### src/rtl/dwrs_pkg.sv
// Shared types, constants and ring index helper for the deque with reverse and sort.
package dwrs_pkg;

	localparam int DEPTH  = 16;
	localparam int DATA_W = 32;
	localparam int IDX_W  = $clog2(DEPTH);
	localparam int CNT_W  = $clog2(DEPTH + 1);

	localparam logic [2:0] OP_PUSH_FRONT = 3'd0;
	localparam logic [2:0] OP_PUSH_BACK  = 3'd1;
	localparam logic [2:0] OP_POP_FRONT  = 3'd2;
	localparam logic [2:0] OP_POP_BACK   = 3'd3;
	localparam logic [2:0] OP_REVERSE    = 3'd4;
	localparam logic [2:0] OP_SORT       = 3'd5;
	localparam logic [2:0] OP_DUMP       = 3'd6;

	localparam logic [1:0] ST_OK    = 2'd0;
	localparam logic [1:0] ST_EMPTY = 2'd1;
	localparam logic [1:0] ST_FULL  = 2'd2;

	typedef struct packed {
		logic [2:0]               op;
		logic signed [DATA_W-1:0] value;
	} cmd_t;

	typedef struct packed {
		logic signed [DATA_W-1:0] front_value;
		logic signed [DATA_W-1:0] back_value;
		logic [CNT_W-1:0]         count;
		logic                     is_empty;
		logic [1:0]               status;
		logic signed [DATA_W-1:0] elem_value;
		logic                     elem_valid;
		logic                     last;
	} rsp_t;

	// Ring position of the element at offset x from the head.
	function automatic logic [IDX_W-1:0] slot(input logic [IDX_W-1:0] head,
		input logic [IDX_W-1:0] x);
		logic [IDX_W:0] s;
		s = {1'b0, head} + {1'b0, x};
		if (s >= (IDX_W+1)'(DEPTH)) begin
			s = s - (IDX_W+1)'(DEPTH);
		end
		return s[IDX_W-1:0];
	endfunction

endpackage

### src/rtl/deque_with_reverse_and_sort.sv
// Top level of the bounded deque with reverse, sort and dump commands.
//
// One command transaction enters on cmd (op, value) under cmd_valid/cmd_ready.
// Results leave on rsp under rsp_valid/rsp_ready from an output register.
// Every command except a dump of a non-empty deque yields one summary
// result; such a dump yields one result per stored element from front to
// back, with last set on the final one.
// The block takes one command at a time; cmd_ready is high only when idle.
// Push and pop fetch front and back in S_FETCH and offer the result from
// S_SUM; cmd_ready returns at the edge that registers the result.
// Reverse and sort of more than one element first step through S_READ,
// S_XCHG and, where a pair is exchanged, S_SWAP for each pair.
// Dump reads each element in S_DREAD and offers it from S_DEMIT.
// These steps follow from the single write port and the registered read
// ports of the ring store, which the compare and exchange unit shares.
// Reset empties the deque; store contents are not cleared.
// While the receiver stalls, the held result stays unchanged and the
// sequencer waits with its next result.
module deque_with_reverse_and_sort (
	input  logic           clk,
	input  logic           arst_n,
	input  logic           cmd_valid,
	output logic           cmd_ready,
	input  dwrs_pkg::cmd_t cmd,
	output logic           rsp_valid,
	input  logic           rsp_ready,
	output dwrs_pkg::rsp_t rsp
);

	logic           emit;
	logic           take;
	dwrs_pkg::rsp_t res;
	logic           rsp_valid_q;
	dwrs_pkg::rsp_t rsp_q;

	dwrs_ctrl u_ctrl (
		.clk      (clk),
		.arst_n   (arst_n),
		.cmd_valid(cmd_valid),
		.cmd_ready(cmd_ready),
		.cmd      (cmd),
		.emit     (emit),
		.take     (take),
		.res      (res)
	);

	assign take = emit && (!rsp_valid_q || rsp_ready);

	always_ff @(posedge clk or negedge arst_n) begin
		if (!arst_n) begin
			rsp_valid_q <= 1'b0;
		end else if (take) begin
			rsp_valid_q <= 1'b1;
		end else if (rsp_ready) begin
			rsp_valid_q <= 1'b0;
		end
	end

	always_ff @(posedge clk) begin
		if (take) begin
			rsp_q <= res;
		end
	end

	assign rsp_valid = rsp_valid_q;
	assign rsp       = rsp_q;

endmodule

### src/rtl/dwrs_ram.sv
// Generic single write port, dual registered read port RAM.
module dwrs_ram #(
	parameter int WIDTH = 32,
	parameter int DEPTH = 16,
	parameter int AW    = $clog2(DEPTH)
) (
	input  logic             clk,
	input  logic             we,
	input  logic [AW-1:0]    waddr,
	input  logic [WIDTH-1:0] wdata,
	input  logic [AW-1:0]    raddr_a,
	input  logic [AW-1:0]    raddr_b,
	output logic [WIDTH-1:0] rdata_a,
	output logic [WIDTH-1:0] rdata_b
);

	logic [WIDTH-1:0] mem [DEPTH];

	always_ff @(posedge clk) begin
		if (we) begin
			mem[waddr] <= wdata;
		end
	end

	always_ff @(posedge clk) begin
		rdata_a <= mem[raddr_a];
		rdata_b <= mem[raddr_b];
	end

endmodule

### src/rtl/dwrs_ctrl.sv
// Command sequencer with the shared compare and exchange unit over the ring store.
module dwrs_ctrl (
	input  logic          clk,
	input  logic          arst_n,
	input  logic          cmd_valid,
	output logic          cmd_ready,
	input  dwrs_pkg::cmd_t cmd,
	output logic          emit,
	input  logic          take,
	output dwrs_pkg::rsp_t res
);

	typedef enum logic [7:0] {
		S_IDLE  = 8'b0000_0001,
		S_FETCH = 8'b0000_0010,
		S_SUM   = 8'b0000_0100,
		S_READ  = 8'b0000_1000,
		S_XCHG  = 8'b0001_0000,
		S_SWAP  = 8'b0010_0000,
		S_DREAD = 8'b0100_0000,
		S_DEMIT = 8'b1000_0000
	} state_t;

	state_t                           state_q;
	logic [dwrs_pkg::IDX_W-1:0]       head_q;
	logic [dwrs_pkg::CNT_W-1:0]       count_q;
	logic [2:0]                       op_q;
	logic [1:0]                       status_q;
	logic [dwrs_pkg::CNT_W:0]         i_q;
	logic [dwrs_pkg::CNT_W:0]         j_q;
	logic [dwrs_pkg::DATA_W-1:0]      t_q;
	logic [dwrs_pkg::DATA_W-1:0]      front_q;
	logic [dwrs_pkg::DATA_W-1:0]      back_q;

	logic                             accept;
	logic                             full;
	logic                             empty;
	logic                             greater;
	logic                             dump_walk;
	logic                             dump_last;
	logic [dwrs_pkg::IDX_W-1:0]       head_dec;
	logic [dwrs_pkg::IDX_W-1:0]       head_inc;
	logic [dwrs_pkg::IDX_W-1:0]       back_slot;
	logic [dwrs_pkg::CNT_W:0]         count_w;
	logic [dwrs_pkg::CNT_W:0]         sort_i_n;
	logic [dwrs_pkg::CNT_W:0]         sort_j_n;

	logic                             we;
	logic [dwrs_pkg::IDX_W-1:0]       waddr;
	logic [dwrs_pkg::DATA_W-1:0]      wdata;
	logic [dwrs_pkg::IDX_W-1:0]       raddr_a;
	logic [dwrs_pkg::IDX_W-1:0]       raddr_b;
	logic [dwrs_pkg::DATA_W-1:0]      rdata_a;
	logic [dwrs_pkg::DATA_W-1:0]      rdata_b;

	dwrs_ram #(
		.WIDTH(dwrs_pkg::DATA_W),
		.DEPTH(dwrs_pkg::DEPTH)
	) u_ram (
		.clk    (clk),
		.we     (we),
		.waddr  (waddr),
		.wdata  (wdata),
		.raddr_a(raddr_a),
		.raddr_b(raddr_b),
		.rdata_a(rdata_a),
		.rdata_b(rdata_b)
	);

	assign cmd_ready = (state_q == S_IDLE);
	assign accept    = cmd_valid && cmd_ready;
	assign full      = (count_q >= dwrs_pkg::CNT_W'(dwrs_pkg::DEPTH));
	assign empty     = (count_q == '0);
	assign count_w   = {1'b0, count_q};
	assign greater   = ($signed(rdata_a) > $signed(rdata_b));
	assign dump_walk = (op_q == dwrs_pkg::OP_DUMP) && !empty;
	assign dump_last = ((i_q + 1'b1) == count_w);

	assign head_dec = (head_q == '0) ? dwrs_pkg::IDX_W'(dwrs_pkg::DEPTH - 1) : head_q - 1'b1;
	assign head_inc = (head_q == dwrs_pkg::IDX_W'(dwrs_pkg::DEPTH - 1)) ? '0 : head_q + 1'b1;
	assign back_slot = dwrs_pkg::slot(head_q, count_q[dwrs_pkg::IDX_W-1:0] - 1'b1);

	// Next pair of the exchange sort: advance j, or move i on and restart j.
	always_comb begin
		if ((j_q + 1'b1) < count_w) begin
			sort_i_n = i_q;
			sort_j_n = j_q + 1'b1;
		end else begin
			sort_i_n = i_q + 1'b1;
			sort_j_n = i_q + 2'd2;
		end
	end

	always_comb begin
		we    = 1'b0;
		waddr = dwrs_pkg::slot(head_q, i_q[dwrs_pkg::IDX_W-1:0]);
		wdata = rdata_b;
		case (state_q)
			S_IDLE: begin
				wdata = cmd.value;
				if (accept && !full) begin
					if (cmd.op == dwrs_pkg::OP_PUSH_FRONT) begin
						we    = 1'b1;
						waddr = head_dec;
					end else if (cmd.op == dwrs_pkg::OP_PUSH_BACK) begin
						we    = 1'b1;
						waddr = dwrs_pkg::slot(head_q, count_q[dwrs_pkg::IDX_W-1:0]);
					end
				end
			end
			S_XCHG: begin
				we = (op_q == dwrs_pkg::OP_REVERSE) || greater;
			end
			S_SWAP: begin
				we    = 1'b1;
				waddr = dwrs_pkg::slot(head_q, j_q[dwrs_pkg::IDX_W-1:0]);
				wdata = t_q;
			end
			default: begin
			end
		endcase
	end

	always_comb begin
		case (state_q)
			S_FETCH, S_SUM: begin
				raddr_a = head_q;
				raddr_b = back_slot;
			end
			default: begin
				raddr_a = dwrs_pkg::slot(head_q, i_q[dwrs_pkg::IDX_W-1:0]);
				raddr_b = dwrs_pkg::slot(head_q, j_q[dwrs_pkg::IDX_W-1:0]);
			end
		endcase
	end

	always_comb begin
		emit = ((state_q == S_SUM) && !dump_walk) || (state_q == S_DEMIT);
		res.count    = count_q;
		res.is_empty = empty;
		if (state_q == S_DEMIT) begin
			res.front_value = front_q;
			res.back_value  = back_q;
			res.status      = dwrs_pkg::ST_OK;
			res.elem_value  = rdata_a;
			res.elem_valid  = 1'b1;
			res.last        = dump_last;
		end else begin
			res.front_value = empty ? '1 : rdata_a;
			res.back_value  = empty ? '1 : rdata_b;
			res.status      = status_q;
			res.elem_value  = '0;
			res.elem_valid  = 1'b0;
			res.last        = 1'b1;
		end
	end

	always_ff @(posedge clk) begin
		case (state_q)
			S_IDLE: begin
				if (accept) begin
					op_q <= cmd.op;
					i_q  <= '0;
					j_q  <= (cmd.op == dwrs_pkg::OP_REVERSE) ? count_w - 1'b1 : (dwrs_pkg::CNT_W+1)'(1);
				end
			end
			S_SUM: begin
				front_q <= rdata_a;
				back_q  <= rdata_b;
			end
			S_XCHG: begin
				t_q <= rdata_a;
				if (op_q == dwrs_pkg::OP_SORT && !greater) begin
					i_q <= sort_i_n;
					j_q <= sort_j_n;
				end
			end
			S_SWAP: begin
				if (op_q == dwrs_pkg::OP_REVERSE) begin
					i_q <= i_q + 1'b1;
					j_q <= j_q - 1'b1;
				end else begin
					i_q <= sort_i_n;
					j_q <= sort_j_n;
				end
			end
			S_DEMIT: begin
				if (take) begin
					i_q <= i_q + 1'b1;
				end
			end
			default: begin
			end
		endcase
	end

	always_ff @(posedge clk or negedge arst_n) begin
		if (!arst_n) begin
			state_q  <= S_IDLE;
			head_q   <= '0;
			count_q  <= '0;
			status_q <= dwrs_pkg::ST_OK;
		end else begin
			case (state_q)
				S_IDLE: begin
					if (accept) begin
						status_q <= dwrs_pkg::ST_OK;
						state_q  <= S_FETCH;
						case (cmd.op)
							dwrs_pkg::OP_PUSH_FRONT: begin
								if (full) begin
									status_q <= dwrs_pkg::ST_FULL;
								end else begin
									head_q  <= head_dec;
									count_q <= count_q + 1'b1;
								end
							end
							dwrs_pkg::OP_PUSH_BACK: begin
								if (full) begin
									status_q <= dwrs_pkg::ST_FULL;
								end else begin
									count_q <= count_q + 1'b1;
								end
							end
							dwrs_pkg::OP_POP_FRONT: begin
								if (empty) begin
									status_q <= dwrs_pkg::ST_EMPTY;
								end else begin
									head_q  <= head_inc;
									count_q <= count_q - 1'b1;
								end
							end
							dwrs_pkg::OP_POP_BACK: begin
								if (empty) begin
									status_q <= dwrs_pkg::ST_EMPTY;
								end else begin
									count_q <= count_q - 1'b1;
								end
							end
							dwrs_pkg::OP_REVERSE, dwrs_pkg::OP_SORT: begin
								if (count_q > dwrs_pkg::CNT_W'(1)) begin
									state_q <= S_READ;
								end
							end
							default: begin
							end
						endcase
					end
				end
				S_FETCH: begin
					state_q <= S_SUM;
				end
				S_SUM: begin
					if (dump_walk) begin
						state_q <= S_DREAD;
					end else if (take) begin
						state_q <= S_IDLE;
					end
				end
				S_READ: begin
					state_q <= S_XCHG;
				end
				S_XCHG: begin
					if (op_q == dwrs_pkg::OP_REVERSE || greater) begin
						state_q <= S_SWAP;
					end else if (sort_j_n >= count_w) begin
						state_q <= S_FETCH;
					end else begin
						state_q <= S_READ;
					end
				end
				S_SWAP: begin
					if (op_q == dwrs_pkg::OP_REVERSE) begin
						state_q <= ((i_q + 2'd2) < j_q) ? S_READ : S_FETCH;
					end else begin
						state_q <= (sort_j_n >= count_w) ? S_FETCH : S_READ;
					end
				end
				S_DREAD: begin
					state_q <= S_DEMIT;
				end
				S_DEMIT: begin
					if (take) begin
						state_q <= dump_last ? S_IDLE : S_DREAD;
					end
				end
				default: begin
					state_q <= S_IDLE;
				end
			endcase
		end
	end

endmodule

### config.mk
export PLATFORM = sky130hd
export DESIGN_NAME = deque_with_reverse_and_sort
export DESIGN_NICKNAME = d
export VERILOG_FILES = /design/src/rtl/dwrs_pkg.sv /design/src/rtl/deque_with_reverse_and_sort.sv /design/src/rtl/dwrs_ram.sv /design/src/rtl/dwrs_ctrl.sv
export SDC_FILE = /design/constraint.sdc
export NUM_CORES = 2
export LEC_CHECK = 0
export BUFFER_PORTS_ARGS = -buffer_cell sky130_fd_sc_hd__buf_4
export CORE_MARGIN = 2
export CORE_UTILIZATION = 55
export CTS_BUF_LIST = sky130_fd_sc_hd__clkbuf_2
export DETAILED_ROUTE_END_ITERATION = 7
export PLACE_DENSITY = 0.69
export SLEW_MARGIN = 20
export SYNTH_ARGS = -nofsm -noshare
export SYNTH_HDL_FRONTEND = slang
export SYNTH_HIERARCHICAL = 1
export SYNTH_SLANG_ARGS = --single-unit
### constraint.sdc
create_clock -name clk -period 6.92 [get_ports clk]
set_input_delay 1.73 -clock clk [delete_from_list [all_inputs] [get_ports clk]]
set_output_delay 1.73 -clock clk [all_outputs]
set_load 0.05 [all_outputs]
Yosys cells after proc, flatten, opt, wreduce, memory -nomap -nowiden
Memory sizes are Yosys's and may differ from the RTL's. A register that Yosys moved wholly into a read port is not among the register bits.
Index checks and enable logic that the tools add are counted.
{"block": "totals", "register_bits": 237, "mem_bits_rw": 512, "output_inout_bits": 108, "elab_cells": 164, "mem_count": 1}
{"memory": "u_ctrl.u_ram.mem", "depth": 16, "word_bits": 32, "read_ports": 2, "rd_clocked_by_memory_dff": 2, "write_ports": 1, "line": "dwrs_ram.sv:17", "rtl": "logic [WIDTH-1:0] mem [DEPTH];"}
{"block": "classes", "n_addsub": 18, "magnitude_cmp": 10, "n_eq_ne": 26, "n_mux": 58, "n_reduce_logical": 32}
{"cell": "two-way mux 32 bit", "n": 2}
{"cell": "two-way mux 4 bit", "n": 16}
{"cell": "two-way mux 64 bit", "n": 1}
{"cell": "case mux 32 bit (2 select lines)", "n": 1}
{"cell": "case mux 8 bit (8 select lines)", "n": 1}
{"cell": "two-way mux 6 bit", "n": 10}
{"cell": "two-way mux 8 bit", "n": 7}
{"cell": "> comparator 32 bit", "n": 1}
{"cell": "greater-or-equal comparator 5 bit, second input constant", "n": 5}
{"cell": "case mux 6 bit (4 select lines)", "n": 1}
{"cell": "subtractor 4 x 1 -> 4 bit, second input constant", "n": 6}
{"cell": "adder 4 x 4 -> 5 bit", "n": 4}
{"cell": "case mux 6 bit (3 select lines)", "n": 1}
{"cell": "case mux 4 bit (2 select lines)", "n": 2}
{"cell": "equality test 3 bit, second input constant", "n": 5}
{"cell": "adder 6 x 1 -> 6 bit, second input constant", "n": 2}
{"cell": "!= test 2 bit, second input constant", "n": 6}
{"cell": "two-way mux 5 bit", "n": 2}
{"cell": "case mux 5 bit (2 select lines)", "n": 1}
{"cell": "AND reduction 5 bit", "n": 2}
{"cell": "equality test 8 x 1 -> 1 bit, second input constant", "n": 1}
{"cell": "equality test 8 x 2 -> 1 bit, second input constant", "n": 1}
{"cell": "equality test 8 x 3 -> 1 bit, second input constant", "n": 1}
{"cell": "equality test 8 x 4 -> 1 bit, second input constant", "n": 1}
{"cell": "38 further kinds", "n": 64}

Longest topological paths before layout
{"block": "logic_depth", "word_depth": 10, "ltp_mapped": 17, "depth_no_buf": 16}

By module
Netlist, hierarchy kept.
{"module": "dwrs_ram", "n_inst": 1, "cells_per_inst": 1141, "area_each_um2": 24203.2, "seq_area_each_um2": 16656.0}
{"module": "dwrs_ctrl", "n_inst": 1, "cells_per_inst": 928, "area_each_um2": 8692.1, "seq_area_each_um2": 3809.9}
{"module": "deque_with_reverse_and_sort", "n_inst": 1, "cells_per_inst": 110, "area_each_um2": 3226.8, "seq_area_each_um2": 3208.1}

Worst setup path after synthesis
OpenSTA, ideal clock, no wires.
{"block": "synth_path", "path_type": "input port to flip-flop", "from": "input port cmd_valid", "to": "memory u_ctrl.u_ram.mem[0][0] (enable)", "arrival_ps": 5177, "t_required_ps": 6459, "setup_slack_ps": 1282, "stages": 7, "cell_sequence": "nand2_1 nor4_4 nor2_1 inv_1 o221ai_1 or3b_2 nor3_1"}
{"block": "synth_between", "elab_cells_between_ends": 8}
{"element": "start, declared", "line": "deque_with_reverse_and_sort.sv:22", "rtl": "input logic cmd_valid,"}
{"element": "logical AND 1 bit", "line": "dwrs_ctrl.sv:71", "rtl": "assign accept = cmd_valid && cmd_ready;"}
{"element": "logical AND 1 bit", "line": "dwrs_ctrl.sv:101", "rtl": "if (accept && !full) begin"}
{"element": "two-way mux 4 bit", "line": "dwrs_ctrl.sv:101"}
{"element": "case mux 4 bit (2 select lines)", "line": "dwrs_ctrl.sv:98", "rtl": "case (state_q)"}
{"element": "net u_ctrl.waddr (one bit)", "line": "dwrs_ctrl.sv:49", "rtl": "logic [dwrs_pkg::IDX_W-1:0] waddr;"}
{"element": "end, declared", "line": "dwrs_ram.sv:17"}
The timed path passes the listed nets, and every way through them passes these cells.

Worst setup path after layout
{"block": "layout_path", "from": "register u_ctrl.state_q[5]", "to": "output port cmd_ready"}
{"block": "layout_between", "elab_chain_cells": 1}
{"element": "start, declared", "line": "dwrs_ctrl.sv:24", "rtl": "state_t state_q;"}
{"element": "start signal, assigned", "line": "dwrs_ctrl.sv:274", "rtl": "state_q <= ((i_q + 2'd2) < j_q) ? S_READ : S_FETCH;"}
{"element": "start signal, assigned", "line": "dwrs_ctrl.sv:276", "rtl": "state_q <= (sort_j_n >= count_w) ? S_FETCH : S_READ;"}
{"element": "start signal, assigned", "line": "dwrs_ctrl.sv:284", "rtl": "state_q <= dump_last ? S_IDLE : S_DREAD;"}
{"element": "equality test 8 x 1 -> 1 bit", "line": "dwrs_ctrl.sv:70", "rtl": "assign cmd_ready = (state_q == S_IDLE);"}
{"element": "end, declared", "line": "deque_with_reverse_and_sort.sv:23", "rtl": "output logic cmd_ready,"}
No other way between the ends.

==> impl_results.md <==
- Status: complete, no violations
- Fin Hold WS: approximately 230 ps
- Max FO, Critical Path: 20
- Synth Flop Type: edfxtp_1
- Number of synthesized flops with an enable pin: 729
- Final net count: approximately 2,500
- Reg clk slew, reported paths: 140 ps
- Die H: ~260 um
- Max Slew Vio Count: 0
- Initial Util: 55.83%
- Post-Synthesis Cells: 2,179
- Max Cap Violations: 0
- Drt wl/cell: 26.86 um
- Initial antenna violation count: 3
- Mapped Area: ~0.036 mm^2
- Gr usage total: 28.01%
- H-tree levels: 4
- Die X: 260.3 um
- CTS buffer count: between 150 and 200
- Asr flop ratio synth: under 10%
- Worst slew pin tran: 1025 ps
- Top cell type's share of synthesized area: 60.60%
- Largest net degree at the start of global routing: 90
- Seq cells post-synth: 813
- Final wirelength: approximately 93,000 um
- Setup Total Neg Slack: 0 ps
- I/O pin count: 147
- DIE AREA: 0.06774 mm^2
- Sink Count: 813
- Vias in the first global route: about 22,000
- Arrival time at the worst endpoint: 3560 ps
- Syn-to-layout area delta: 11.34%
- CTS tree: yes
- Post-DP HPWL: 59,150 um
- CP Class: reg2out
- Slew HR: a little under a third
- Seq. cell area: 0.02367 mm^2
- GRT overflow: 0
- Ranking of synthesized cells by area: edfxtp_1 (61%), mux4_2 (16%), dfxtp_1 (3.5%), a22oi_1 (3.4%), nand2_1 (2.5%)
- Setup Viol. Count Final: 0
- Tcrit/Tclk final: about three quarters
- Critical Path Sink Type: primary output
- RSZ-0062 raised after global routing: false
- Drt drc: 0
- Syn Nets: 2,290
- Postcts setup bufs: 0
- Register area share after synthesis: 65.54%
- 1st-pass router iterations: 6
- Core area: 0.06470 mm^2
- Distinct cell type count after synthesis: 79
- Fmax: 0.1892 GHz
- Routed vias/inst: 6.253
- Clk root buf: clkbuf_2
- Most frequent cells in the layout: edfxtp_1 (729), clkbuf_2 (300), mux4_2 (256)
- Hold Vio Cnt, Final: 0
- Antenna Violating Nets Remaining: 0
- Launching element type of the critical path: flip-flop
- Synth warn: 6
- Footprint of the multi-input gates: 0.01179 mm^2
- Final Wtd Congestion: 0.9029
- Initial DRC count: 2,507
- Post-route cell area: 0.04022 mm^2
- Most area-hungry cell type in the Yosys netlist: edfxtp_1
- Reg-to-reg slack, setup: 2150 ps
- Port Buffers: 146
- Hold Crit Class: in2async
- Crit path required time: 5190 ps
- Deepest clock path buffer count: 3
- Vias: 21,650
- Rows: 93
- Ratio of cells with drive above 1 in the final layout: 31.55%
- Clk_skew: 123.2 ps
- Resized cells post-CTS: 0
- Fin crit period: 5286 ps
- # fillers: 4,837
- Hold-fix buffer count after cts: 0
- Syn Area/Cell: approximately 17 um^2
- Commonest non-fill, non-tap cell in the layout: edfxtp_1
- Clk Latency, worst-skew pair: roughly 1400 ps
- Dpl cell area: approximately 0.038 mm^2
- Wire length of the first global-routing pass: 137,800 um
==> layout make-up <==
| class | count | share of cell area, % |
|---|---|---|
| Clock inverter | 70 | 0.9364 |
| Tap cell | 855 | 2.660 |
| Sequential cell | 813 | 58.86 |
| Antenna cell | 2 | 0.01244 |
| Timing Repair Buffer | 191 | 3.939 |
| Inverter | 59 | 0.5538 |
| Clock buffer | 300 | 3.733 |
| Multi-Input combinational cell | 1172 | 29.30 |
==> sequential cells by signal (all words and copies together), names as in the netlist, 8 cells and up <==
name	cells
u_ctrl/front_q	32
u_ctrl/u_ram/rdata_b	32
u_ctrl/back_q	32
u_ctrl/u_ram/rdata_a	32
u_ctrl/state_q	8
u_ctrl/u_ram/mem	512
rsp	106
u_ctrl/t_q	32
==> layer usage <==
layer	GRT usage [%]	vias up	wire, um
met4	8.937	0	2068
met2	40.90	1205	42230
li1	-	9394	-
met3	8.819	155	11180
met1	40.64	10890	37500
met5	0	-	0
==> cells in the mapped netlist (2+ instances only) <==
| cell type | n |
|---|---|
| buf_2 | 20 |
| ha_1 | 68 |
| nor4_1 | 2 |
| and2_1 | 36 |
| xnor2_1 | 36 |
| or3b_2 | 2 |
| nor2_1 | 75 |
| or3_1 | 2 |
| edfxtp_1 | 729 |
| nor3_1 | 14 |
| nand3b_1 | 4 |
| nor2b_1 | 7 |
| inv_1 | 57 |
| a21o_1 | 9 |
| and3_1 | 3 |
| o211ai_1 | 6 |
| buf_4 | 21 |
| a31oi_1 | 36 |
| o221ai_1 | 5 |
| a2bb2oi_1 | 2 |
| nor4_4 | 2 |
| a21oi_2 | 2 |
| nand3_1 | 20 |
| o21ai_0 | 57 |
| a41oi_1 | 3 |
| or2_1 | 2 |
| a21oi_1 | 37 |
| o21ai_2 | 2 |
| nand2_1 | 243 |
| dfrtp_1 | 19 |
| dfxtp_1 | 64 |
| xor2_1 | 8 |
| o21ai_1 | 3 |
| a22oi_1 | 162 |
| a211oi_1 | 4 |
| mux2_2 | 6 |
| nand4_1 | 12 |
| o22ai_1 | 2 |
| buf_1 | 25 |
| nand2b_1 | 8 |
| fa_1 | 4 |
| mux4_2 | 256 |
| buf_6 | 4 |
| clkbuf_1 | 64 |
| o21a_1 | 2 |
==> critical path, cell delays in order, from the launching register on <==
cell,delay [ps]
dfrtp_1,480
nor4_4,420
nand3_2,180
clkinv_2,400
buf_4,420
buf_4,270
==> per-stage QoR <==
stage,cells,setup WS (ps),util (%)
global route,3462,1415,62.16
finish,3462,1634,62.16
floorplan,2179,1282,-
detailed placement,3088,2037,59.16
CTS,3458,1505,62.06
global placement,3085,2124,59.03
==> path summary, 6_finish.rpt <==
check                                         start                  endpoint  cells after the start
min in group clk           u_ctrl/u_ram/rdata_b[23]         u_ctrl/back_q[23]                      0
setup reg to reg           u_ctrl/u_ram/rdata_b[14]  u_ctrl/u_ram/mem[14][24]                     11
hold reg to reg            u_ctrl/u_ram/rdata_b[23]         u_ctrl/back_q[23]                      0
setup / recovery                  u_ctrl/state_q[5]                 cmd_ready                      5
max in group asynchronous                    arst_n          u_ctrl/head_q[0]                      1
hold / removal                               arst_n         u_ctrl/count_q[2]                      1
==> cells by family after synthesis <==
group                      Yosys count  synth area share, %
AOI/OAI and AO/OA                  351                6.678
DFF                                813                65.54
xor gates and xnor gates            44                1.067
buffers and inverters              194                2.393
adders and majority gates           72                2.577
muxes                              262                16.15
and+or+nand+nor                    443                5.598
Power is not shown: default switching activity piles up to over one toggle a cycle in this logic, so the estimate is an artifact.
